$ cat src/sv/htt_pkg.sv
// Shared types, character codes and token kinds for the HTML tag tokenizer.
package htt_pkg;

  localparam int OffsetBits = 16;
  localparam int FldW       = 16;
  localparam int MaxTok     = 3;

  typedef logic [OffsetBits-1:0] pos_t;
  typedef logic [OffsetBits:0]   pos_ext_t;

  localparam logic [7:0] CH_LT    = 8'd60;
  localparam logic [7:0] CH_GT    = 8'd62;
  localparam logic [7:0] CH_DASH  = 8'd45;
  localparam logic [7:0] CH_BANG  = 8'd33;
  localparam logic [7:0] CH_SLASH = 8'd47;
  localparam logic [7:0] CH_EQ    = 8'd61;
  localparam logic [7:0] CH_DQ    = 8'd34;
  localparam logic [7:0] CH_SQ    = 8'd39;
  localparam logic [7:0] CH_QMARK = 8'd63;

  localparam logic [3:0] TK_TEXT     = 4'd0;
  localparam logic [3:0] TK_TAG      = 4'd1;
  localparam logic [3:0] TK_MARK     = 4'd2;
  localparam logic [3:0] TK_SELF     = 4'd3;
  localparam logic [3:0] TK_END_TAG  = 4'd4;
  localparam logic [3:0] TK_ANAME    = 4'd5;
  localparam logic [3:0] TK_AVAL     = 4'd6;
  localparam logic [3:0] TK_COMMENT  = 4'd7;
  localparam logic [3:0] TK_UNSUP    = 4'd8;

  typedef enum logic [17:0] {
    ST_DATA         = 18'h00001,
    ST_TAG_OPEN     = 18'h00002,
    ST_END_TAG_OPEN = 18'h00004,
    ST_TAG_NAME     = 18'h00008,
    ST_END_TAG_SKIP = 18'h00010,
    ST_BEFORE_ANAME = 18'h00020,
    ST_ANAME        = 18'h00040,
    ST_AFTER_ANAME  = 18'h00080,
    ST_BEFORE_VAL   = 18'h00100,
    ST_VAL_Q        = 18'h00200,
    ST_VAL_UNQ      = 18'h00400,
    ST_AFTER_VAL_Q  = 18'h00800,
    ST_SELF_CLOSE   = 18'h01000,
    ST_MARKUP_OPEN  = 18'h02000,
    ST_MARKUP_DASH  = 18'h04000,
    ST_COMMENT      = 18'h08000,
    ST_BOGUS        = 18'h10000,
    ST_UNSUP        = 18'h20000
  } tk_state_t;

  typedef struct packed {
    tk_state_t   st;
    pos_t        pos;
    pos_t        tb;
    logic        closing;
    logic        quote;
    logic [15:0] la;
  } state_t;

  typedef struct packed {
    logic [7:0] in_byte;
    logic       end_of_input;
  } item_t;

  typedef struct packed {
    logic [3:0]      kind;
    logic [FldW-1:0] offset;
    logic [FldW-1:0] length;
  } tok_t;

  typedef struct packed {
    logic [1:0]             count;
    tok_t [MaxTok-1:0]      tok;
  } bundle_t;

  typedef struct packed {
    logic [3:0]      token_kind;
    logic [FldW-1:0] token_offset;
    logic [FldW-1:0] token_length;
    logic            last_of_run;
  } token_t;

endpackage

$ cat src/sv/htt_step.sv
// Next-state and token logic for one document byte.
module htt_step (
  input  htt_pkg::state_t  cur,
  input  htt_pkg::item_t   item,
  output htt_pkg::state_t  nxt,
  output htt_pkg::bundle_t bundle
);
  import htt_pkg::*;

  localparam logic [63:0] FldMax = 64'((65'd1 << FldW) - 65'd1);

  function automatic logic is_ws(logic [7:0] c);
    return (c == 8'd32) || (c >= 8'd9 && c <= 8'd13);
  endfunction

  function automatic logic is_letter(logic [7:0] c);
    return (c >= 8'd97 && c <= 8'd122) || (c >= 8'd65 && c <= 8'd90);
  endfunction

  function automatic logic [FldW-1:0] span_len(pos_ext_t end_p, pos_t b);
    pos_ext_t diff;
    diff = end_p - {1'b0, b};
    if (end_p <= {1'b0, b}) begin
      return '0;
    end
    if (64'(diff) > FldMax) begin
      return FldW'(FldMax);
    end
    return FldW'(diff);
  endfunction

  function automatic tok_t mk(logic [3:0] k, pos_t off, logic [FldW-1:0] len);
    tok_t t;
    t.kind   = k;
    t.offset = FldW'(off);
    t.length = len;
    return t;
  endfunction

  logic [7:0] c;
  logic       eoi;
  pos_t       p;
  pos_t       tb;
  pos_t       pn;
  pos_ext_t   p_ext;
  pos_ext_t   p1_ext;
  tk_state_t  st_eff;
  tk_state_t  st_n;
  pos_t       tb_n;
  logic       cl;
  logic       cl_n;
  logic       q_n;
  tok_t       e0;
  tok_t       e1;
  tok_t       f;
  logic       f_en;
  logic [1:0] hcnt;
  tok_t       mark;

  always_comb begin
    c      = item.in_byte;
    eoi    = item.end_of_input;
    p      = cur.pos;
    tb     = cur.tb;
    p_ext  = {1'b0, p};
    p1_ext = p_ext + pos_ext_t'(1);
    pn     = (p == '1) ? p : p + pos_t'(1);
    mark   = mk(TK_MARK, p, FldW'(1));

    st_eff = cur.st;
    cl     = cur.closing;
    case (cur.st)
      ST_TAG_OPEN: begin
        if (!(c == CH_BANG || c == CH_SLASH || c == CH_QMARK || is_letter(c))) begin
          st_eff = ST_DATA;
        end
      end
      ST_END_TAG_OPEN: begin
        if (!is_letter(c) && c != CH_GT) begin
          st_eff = ST_DATA;
          cl     = 1'b0;
        end
      end
      ST_SELF_CLOSE: begin
        if (c != CH_GT) begin
          st_eff = ST_BEFORE_ANAME;
        end
      end
      ST_MARKUP_OPEN, ST_MARKUP_DASH: begin
        if (c != CH_DASH) begin
          st_eff = ST_UNSUP;
        end
      end
      default: begin
      end
    endcase

    st_n = st_eff;
    tb_n = tb;
    cl_n = cl;
    q_n  = cur.quote;
    e0   = '0;
    e1   = '0;
    hcnt = 2'd0;
    case (st_eff)
      ST_DATA: begin
        if (c == CH_LT && !eoi) begin
          if (p > tb) begin
            e0   = mk(TK_TEXT, tb, span_len(p_ext, tb));
            hcnt = 2'd1;
          end
          tb_n = p;
          st_n = ST_TAG_OPEN;
        end
      end
      ST_TAG_OPEN: begin
        if (c == CH_BANG) begin
          st_n = ST_MARKUP_OPEN;
        end else if (c == CH_SLASH) begin
          cl_n = 1'b1;
          st_n = ST_END_TAG_OPEN;
        end else if (c == CH_QMARK) begin
          st_n = ST_BOGUS;
          tb_n = pn;
        end else begin
          st_n = ST_TAG_NAME;
          tb_n = p;
        end
      end
      ST_END_TAG_OPEN: begin
        if (is_letter(c)) begin
          st_n = ST_TAG_NAME;
          tb_n = p;
        end else begin
          cl_n = 1'b0;
          st_n = ST_DATA;
          tb_n = pn;
        end
      end
      ST_TAG_NAME: begin
        if (is_ws(c) || c == CH_SLASH || c == CH_GT) begin
          hcnt = 2'd1;
          if (cl) begin
            e0   = mk(TK_END_TAG, tb, span_len(p_ext, tb));
            cl_n = 1'b0;
            if (c == CH_GT) begin
              st_n = ST_DATA;
              tb_n = pn;
            end else begin
              st_n = ST_END_TAG_SKIP;
            end
          end else begin
            e0 = mk(TK_TAG, tb, span_len(p_ext, tb));
            if (c == CH_GT) begin
              e1   = mark;
              hcnt = 2'd2;
              st_n = ST_DATA;
              tb_n = pn;
            end else begin
              st_n = is_ws(c) ? ST_BEFORE_ANAME : ST_SELF_CLOSE;
            end
          end
        end
      end
      ST_END_TAG_SKIP: begin
        if (c == CH_GT) begin
          st_n = ST_DATA;
          tb_n = pn;
        end
      end
      ST_BEFORE_ANAME, ST_AFTER_ANAME, ST_AFTER_VAL_Q: begin
        if (is_ws(c)) begin
          if (st_eff == ST_AFTER_VAL_Q) begin
            st_n = ST_BEFORE_ANAME;
          end
        end else if (c == CH_SLASH) begin
          st_n = ST_SELF_CLOSE;
        end else if (c == CH_GT) begin
          e0   = mark;
          hcnt = 2'd1;
          st_n = ST_DATA;
          tb_n = pn;
        end else if (c == CH_EQ && st_eff == ST_AFTER_ANAME) begin
          st_n = ST_BEFORE_VAL;
        end else begin
          st_n = ST_ANAME;
          tb_n = p;
        end
      end
      ST_ANAME: begin
        if (is_ws(c) || c == CH_SLASH || c == CH_EQ || c == CH_GT) begin
          e0   = mk(TK_ANAME, tb, span_len(p_ext, tb));
          hcnt = 2'd1;
          if (is_ws(c)) begin
            st_n = ST_AFTER_ANAME;
          end else if (c == CH_SLASH) begin
            st_n = ST_SELF_CLOSE;
          end else if (c == CH_EQ) begin
            st_n = ST_BEFORE_VAL;
          end else begin
            e1   = mark;
            hcnt = 2'd2;
            st_n = ST_DATA;
            tb_n = pn;
          end
        end
      end
      ST_BEFORE_VAL: begin
        if (is_ws(c)) begin
          st_n = ST_BEFORE_VAL;
        end else if (c == CH_DQ || c == CH_SQ) begin
          q_n  = (c == CH_SQ);
          st_n = ST_VAL_Q;
          tb_n = pn;
        end else if (c == CH_GT) begin
          e0   = mk(TK_AVAL, p, '0);
          e1   = mark;
          hcnt = 2'd2;
          st_n = ST_DATA;
          tb_n = pn;
        end else begin
          st_n = ST_VAL_UNQ;
          tb_n = p;
        end
      end
      ST_VAL_Q: begin
        if (c == (cur.quote ? CH_SQ : CH_DQ)) begin
          e0   = mk(TK_AVAL, tb, span_len(p_ext, tb));
          hcnt = 2'd1;
          st_n = ST_AFTER_VAL_Q;
        end
      end
      ST_VAL_UNQ: begin
        if (is_ws(c)) begin
          e0   = mk(TK_AVAL, tb, span_len(p_ext, tb));
          hcnt = 2'd1;
          st_n = ST_BEFORE_ANAME;
        end else if (c == CH_GT) begin
          e0   = mk(TK_AVAL, tb, span_len(p_ext, tb));
          e1   = mark;
          hcnt = 2'd2;
          st_n = ST_DATA;
          tb_n = pn;
        end
      end
      ST_SELF_CLOSE: begin
        if (c == CH_GT) begin
          e0   = mk(TK_SELF, (p != '0) ? p - pos_t'(1) : '0, FldW'(2));
          hcnt = 2'd1;
          st_n = ST_DATA;
          tb_n = pn;
        end
      end
      ST_MARKUP_OPEN: begin
        st_n = ST_MARKUP_DASH;
      end
      ST_MARKUP_DASH: begin
        st_n = ST_COMMENT;
        tb_n = pn;
      end
      ST_COMMENT: begin
        if (c == CH_GT && p_ext >= ({1'b0, tb} + pos_ext_t'(2)) &&
            (cur.la[7:0] == CH_DASH || cur.la[7:0] == CH_BANG) &&
            cur.la[15:8] == CH_DASH) begin
          e0   = mk(TK_COMMENT, tb, span_len(p_ext - pos_ext_t'(2), tb));
          hcnt = 2'd1;
          st_n = ST_DATA;
          tb_n = pn;
        end
      end
      ST_BOGUS: begin
        if (c == CH_GT) begin
          e0   = mk(TK_COMMENT, tb, span_len(p_ext, tb));
          hcnt = 2'd1;
          st_n = ST_DATA;
          tb_n = pn;
        end
      end
      ST_UNSUP: begin
        if (c == CH_GT) begin
          e0   = mk(TK_UNSUP, tb, span_len(p1_ext, tb));
          hcnt = 2'd1;
          st_n = ST_DATA;
          tb_n = pn;
        end
      end
      default: begin
        st_n = ST_DATA;
      end
    endcase

    f    = '0;
    f_en = 1'b0;
    if (eoi) begin
      case (st_n)
        ST_DATA, ST_TAG_OPEN, ST_END_TAG_OPEN: begin
          if (p1_ext > {1'b0, tb_n}) begin
            f    = mk(TK_TEXT, tb_n, span_len(p1_ext, tb_n));
            f_en = 1'b1;
          end
        end
        ST_TAG_NAME: begin
          f    = mk(cl_n ? TK_END_TAG : TK_TAG, tb_n, span_len(p1_ext, tb_n));
          f_en = 1'b1;
        end
        ST_ANAME: begin
          f    = mk(TK_ANAME, tb_n, span_len(p1_ext, tb_n));
          f_en = 1'b1;
        end
        ST_VAL_Q, ST_VAL_UNQ: begin
          f    = mk(TK_AVAL, tb_n, span_len(p1_ext, tb_n));
          f_en = 1'b1;
        end
        ST_COMMENT, ST_BOGUS: begin
          f    = mk(TK_COMMENT, tb_n, span_len(p1_ext, tb_n));
          f_en = 1'b1;
        end
        ST_MARKUP_OPEN, ST_MARKUP_DASH, ST_UNSUP: begin
          f    = mk(TK_UNSUP, tb_n, span_len(p1_ext, tb_n));
          f_en = 1'b1;
        end
        default: begin
        end
      endcase
    end

    bundle        = '0;
    bundle.tok[0] = e0;
    bundle.tok[1] = e1;
    if (f_en) begin
      bundle.tok[hcnt] = f;
    end
    bundle.count = hcnt + {1'b0, f_en};

    if (eoi) begin
      nxt    = '0;
      nxt.st = ST_DATA;
    end else begin
      nxt.st      = st_n;
      nxt.pos     = pn;
      nxt.tb      = tb_n;
      nxt.closing = cl_n;
      nxt.quote   = q_n;
      nxt.la      = {cur.la[7:0], c};
    end
  end

endmodule

$ cat src/sv/htt_emit.sv
// Token result register; a byte's tokens leave one per cycle unless stalled.
module htt_emit (
  input  logic             clk,
  input  logic             rst,
  input  logic             load,
  input  htt_pkg::bundle_t bundle_in,
  output logic             ready,
  output logic             token_valid,
  input  logic             token_stall,
  output htt_pkg::token_t  token
);
  import htt_pkg::*;

  tok_t [MaxTok-1:0] slots;
  logic [1:0]        cnt;
  logic [1:0]        idx;
  logic              last;
  logic              out_fire;

  assign token_valid = (cnt != 2'd0);
  assign last        = (idx == cnt - 2'd1);
  assign out_fire    = token_valid && !token_stall;
  assign ready       = (cnt == 2'd0) || (out_fire && last);

  assign token.token_kind   = slots[idx].kind;
  assign token.token_offset = slots[idx].offset;
  assign token.token_length = slots[idx].length;
  assign token.last_of_run  = last;

  always_ff @(posedge clk) begin
    if (rst) begin
      cnt <= 2'd0;
      idx <= 2'd0;
    end else if (load) begin
      cnt <= bundle_in.count;
      idx <= 2'd0;
    end else if (out_fire) begin
      if (last) begin
        cnt <= 2'd0;
        idx <= 2'd0;
      end else begin
        idx <= idx + 2'd1;
      end
    end
  end

  always_ff @(posedge clk) begin
    if (load) begin
      slots <= bundle_in.tok;
    end
  end

endmodule

$ cat src/sv/html5_tag_tokenizer.sv
// HTML tag tokenizer top level: input register, tokenizer state and token output.
// Scans one document byte per cycle unless stalled and reports text, tag,
// attribute, comment and unsupported-markup tokens with offset and length. A byte
// is taken into an input register, then stepped by the tokenizer logic into the
// result register once that is ready. The output port delivers one token per
// cycle while token_stall is low, so a byte that ends k tokens (k up to 3) is
// held until all k are taken; bytes that end at most one token stream at one
// per cycle, and bytes that end none leave no trace on the output. The byte marked
// end of input flushes the open token and restarts the offset count at zero.
module html5_tag_tokenizer (
  input  logic            clk,
  input  logic            rst,
  input  logic            item_valid,
  output logic            item_stall,
  input  htt_pkg::item_t  item,
  output logic            token_valid,
  input  logic            token_stall,
  output htt_pkg::token_t token
);
  import htt_pkg::*;

  item_t   item_q;
  logic    in_full;
  logic    in_fire;
  logic    step_fire;
  logic    emit_ready;
  state_t  st;
  state_t  st_next;
  bundle_t bundle;

  assign step_fire  = in_full && emit_ready;
  assign item_stall = in_full && !emit_ready;
  assign in_fire    = item_valid && !item_stall;

  always_ff @(posedge clk) begin
    if (rst) begin
      in_full <= 1'b0;
    end else if (in_fire) begin
      in_full <= 1'b1;
    end else if (step_fire) begin
      in_full <= 1'b0;
    end
  end

  always_ff @(posedge clk) begin
    if (in_fire) begin
      item_q <= item;
    end
  end

  always_ff @(posedge clk) begin
    if (rst) begin
      st <= '{st: ST_DATA, pos: '0, tb: '0, closing: 1'b0, quote: 1'b0, la: '0};
    end else if (step_fire) begin
      st <= st_next;
    end
  end

  htt_step u_step (
    .cur    (st),
    .item   (item_q),
    .nxt    (st_next),
    .bundle (bundle)
  );

  htt_emit u_emit (
    .clk         (clk),
    .rst         (rst),
    .load        (step_fire),
    .bundle_in   (bundle),
    .ready       (emit_ready),
    .token_valid (token_valid),
    .token_stall (token_stall),
    .token       (token)
  );

endmodule

$ cat config.mk
export PLATFORM = sky130hd
export DESIGN_NAME = html5_tag_tokenizer
export DESIGN_NICKNAME = d
export VERILOG_FILES = /design/src/sv/htt_pkg.sv /design/src/sv/htt_step.sv /design/src/sv/htt_emit.sv /design/src/sv/html5_tag_tokenizer.sv
export SDC_FILE = /design/constraint.sdc
export NUM_CORES = 1
export LEC_CHECK = 0
export BUFFER_PORTS_ARGS = -buffer_cell sky130_fd_sc_hd__buf_2
export CAP_MARGIN = 10
export CORE_MARGIN = 4
export CORE_UTILIZATION = 40
export DETAILED_ROUTE_END_ITERATION = 12
export GPL_TIMING_DRIVEN = 0
export SYNTH_ARGS = -nofsm -noshare
export SYNTH_HDL_FRONTEND = slang
export SYNTH_SLANG_ARGS = --single-unit
$ cat constraint.sdc
create_clock -name clk -period 8.45 [get_ports clk]
set_input_delay 2.535 -clock clk [delete_from_list [all_inputs] [get_ports clk]]
set_output_delay 2.535 -clock clk [all_outputs]
set_load 0.05 [all_outputs]
==> flow_summary.toml <==
[sta]
skew_ps = 18.75
max_freq_mhz = 121.6
finalCritPeriodShare_pct = 97.32
finalSetupViolCount = 0
worstMarginPinSlew_ps = 1314
finalCriticalPeriod_ps = 8224
rsz0062_at_grt = "no"
maxSlewViolCount = 0
hold_slack_ps = 470.1
slew_headroom_pct = 11.81
layout_setup_ws_ps = 226.4
finalHoldViolCount = 0

[synth]
synth_area_um2 = 17000
synth_compound_area_share_pct = 27.98
ys_async_sr_fraction_pct = 0
netlist-cell-type-count = 97
synth_area_per_cell_um2 = 7.968
synth_warnings = 0
synthesis.instances = 2133
ys_seq_elements = 190
seq_area_frac_synth_pct = 29.27
synth-edff-count = 117
synth_xor_area_share_pct = 5.205
ys.flop_type = "edfxtp_1"
synthSimpleGateAreaFrac_pct = 23.55
synth_top_family_by_area = "compound AO/OA/AOI/OAI gates"
synth_adder_area_share_pct = 6.994
synthMuxAreaShare_pct = 2.540

[global_routing]
antenna_found_initial = 4
grt_max_degree = 78
grt_pass1_vias = 17770
grt_overflow_total = 0
track_usage_pct = 36.56
grt_pass1_wl_um = 124900

[clock_tree]
clkLatencyLatePin_ps = 500
path_clk_slew_ps = 80
root_buffer = "clkbuf_16"
htree_levels = 4
max-clock-path-buffers = 2
cts_tree = "built"
clock_sinks = 190
numCtsBuffers = 17

[floorplan]
die_w_um = 214.1
initial_core_util_pct = 40.52
ios = 52
dieHeight_um = 214.1
die_area_um2 = 45850
rows = 75
core_um2 = 41950

[worst_hold_path]
hold_path_class = "register to register"
holdPathStages = 1
holdCritStartpoint = "st[13]$_SDFFE_PP0P_"

[critical_path]
path_buf_inv = 5
crit_fanout = 10
cp.arrival_ps = 8410
critical-path-slowest-cell = "ha_1"
cp_num_cells = 25
crit_type = "register to register"
cp.required_ps = 8630
max_stage_delay_ps = 640
regToRegStartpoint = "st[35]$_SDFFE_PP0P_"
worst_path_most_repeated_cell = "inv_1"
reg2reg_depth = 25
crit_family = "compound AO/OA/AOI/OAI gates"
crit_path_end_kind = "register"
critPathLaunch = "st[35]$_SDFFE_PP0P_"
crit_path_start_kind = "register"

[flow_run]
cap_violations = 0

[final_layout]
final_nets = 2318
drive_above_1_share_pct = 8.131
insertedDiodeCount = 0
syn_to_final_growth_pct = 10.82
fin_cells = 2765

[route]
drc = 0
dr.pass1.iters = 6
drtIter0Drc = 2819
viasPerCell = 6.833
ant_nets = 0
wl_um = 86900
dr_total_vias = 18890
wl_per_cell_um = 31.43

[placement]
dp_slack_ps = -1109
port_buffers = 50
dpl.hpwl_um = 66920
dp_cells = 2735
gp_congestion = 1.033

[power_and_ir_drop]
power_switching_uw = 596.5
p_per_area_nw_per_um2 = 112.0
pwr-share-seq_pct = 48.5
power_uw = 2109
clock_power_share_pct = 41.9
p_leak_uw = 0.006621
peakVddDrop_uv = 137.8
pwr-share-comb_pct = 9.6
internal-power_uw = 1513
sw_frac_of_total_pct = 28.28

[outcome]
status = "completed"
-- power by group through the flow --
stage	clock network, µW	logic, µW	registers, µW
2_1_floorplan	0	130	1040
3_3_place_gp	0	193	1050
3_5_place_dp	0	196	1040
4_1_cts	899	197	1020
5_1_grt	934	214	1030
6_report	884	203	1020
-- flip-flops by register name, indices dropped and copies added, names as in the netlist --
register and flops:
st 68, item_q 9, u_emit.idx 2, in_full 1, u_emit.cnt 2, u_emit.slots 108
-- metal layers --
layer	up-vias	global-route usage, %	wire [µm]
met3	250	12.94	11130
met5	-	0	9
li1	8263	-	-
met1	9171	50.87	36810
met2	1206	51.89	35110
met4	2	14.16	3849
-- cells by family after synthesis --
group / count (synthesis)
buf+inv: 190
fa+ha+maj: 92
compound gates: 706
xor+xnor: 101
simple gates: 810
mux: 43
flops: 190
other cells: 1
-- final timing paths --
| check | to | slack, ps |
|---|---|---|
| setup / recovery | u_emit.slots[67]$_DFFE_PP_ | 230 |
| hold / removal | st[13]$_SDFFE_PP0P_ | 470 |
| hold reg to reg | st[13]$_SDFFE_PP0P_ | 470 |
| setup reg to reg | u_emit.slots[67]$_DFFE_PP_ | 230 |
-- placed cells by master (no fill, tap or decap), types with 13 or more instances in the layout --
cell       Yosys  routed
a22o_1        24      24
clkbuf_16      0      17
dfxtp_1       73      69
a211oi_1      21      18
nand3_1       67      67
o22ai_1       33      33
and3_1        20      20
inv_1         53      51
a21boi_0      14      13
edfxtp_1     117     117
a21oi_1      122     119
o221ai_1      22      21
o2111ai_1     14      14
o21a_1        33      33
ha_1          87      87
nand4_1       31      31
nor2b_1       20      20
mux2i_1       42      42
a31oi_1       19      18
or3_1         21      21
a21o_1        21      21
o31ai_1       20      20
a221oi_1      25      25
nor2_1       222     220
o211ai_1      20      20
or4_1         15      15
nor3_1        72      69
nand2b_1      25      25
clkbuf_1     110     102
o21ai_0      193     191
xor2_1        38      37
buf_2         12      67
xnor2_1       63      63
nor4_1        19      16
nand2_1      224     224
-- layout make-up --
| cell class | count | area [µm²] |
|---|---|---|
| buffer | 131 | 538.0 |
| clock buffer | 18 | 429.2 |
| sequential | 190 | 4980 |
| fill | 4285 | 23110 |
| clock inverter | 14 | 188.9 |
| inverter | 53 | 205.2 |
| timing repair buffer | 61 | 340.3 |
| tap | 539 | 674.4 |
| multi-input combinational | 1759 | 11480 |
-- Yosys cell counts, types with 24 or more instances --
library cell    n  area (µm²)
o22ai_1        33       206.5
dfxtp_1        73        1461
o21ai_0       193       965.9
a221oi_1       25       219.0
nand2_1       224       840.8
nand3_1        67       335.3
inv_1          53       198.9
mux2i_1        42       420.4
clkbuf_1      110       412.9
nor2_1        222       833.3
nand2b_1       25       156.4
ha_1           87        1089
nand4_1        31       193.9
o21a_1         33       247.7
nor3_1         72       360.4
xor2_1         38       332.8
xnor2_1        63       551.8
a22o_1         24       210.2
a21oi_1       122       610.6
edfxtp_1      117        3513
-- stage by stage --
stage / cell area, µm² / util [%] / TNS (ps)
floorplan: 17020 / - / 0
global placement: 17940 / 42.77 / -111220
detailed placement: 18020 / 42.95 / -79200
CTS: 18710 / 44.60 / 0
global route: 18830 / 44.90 / 0
finish: 18830 / 44.90 / 0
-- timing repair --
action                     4_1_cts  5_1_grt
setup buffers                    4        0
pin swaps                        2        0
setup endpoints to repair       98       98
hold buffers                     0        0
resized for setup               14       33
No activity file was read; power rests on OpenSTA's default activity.
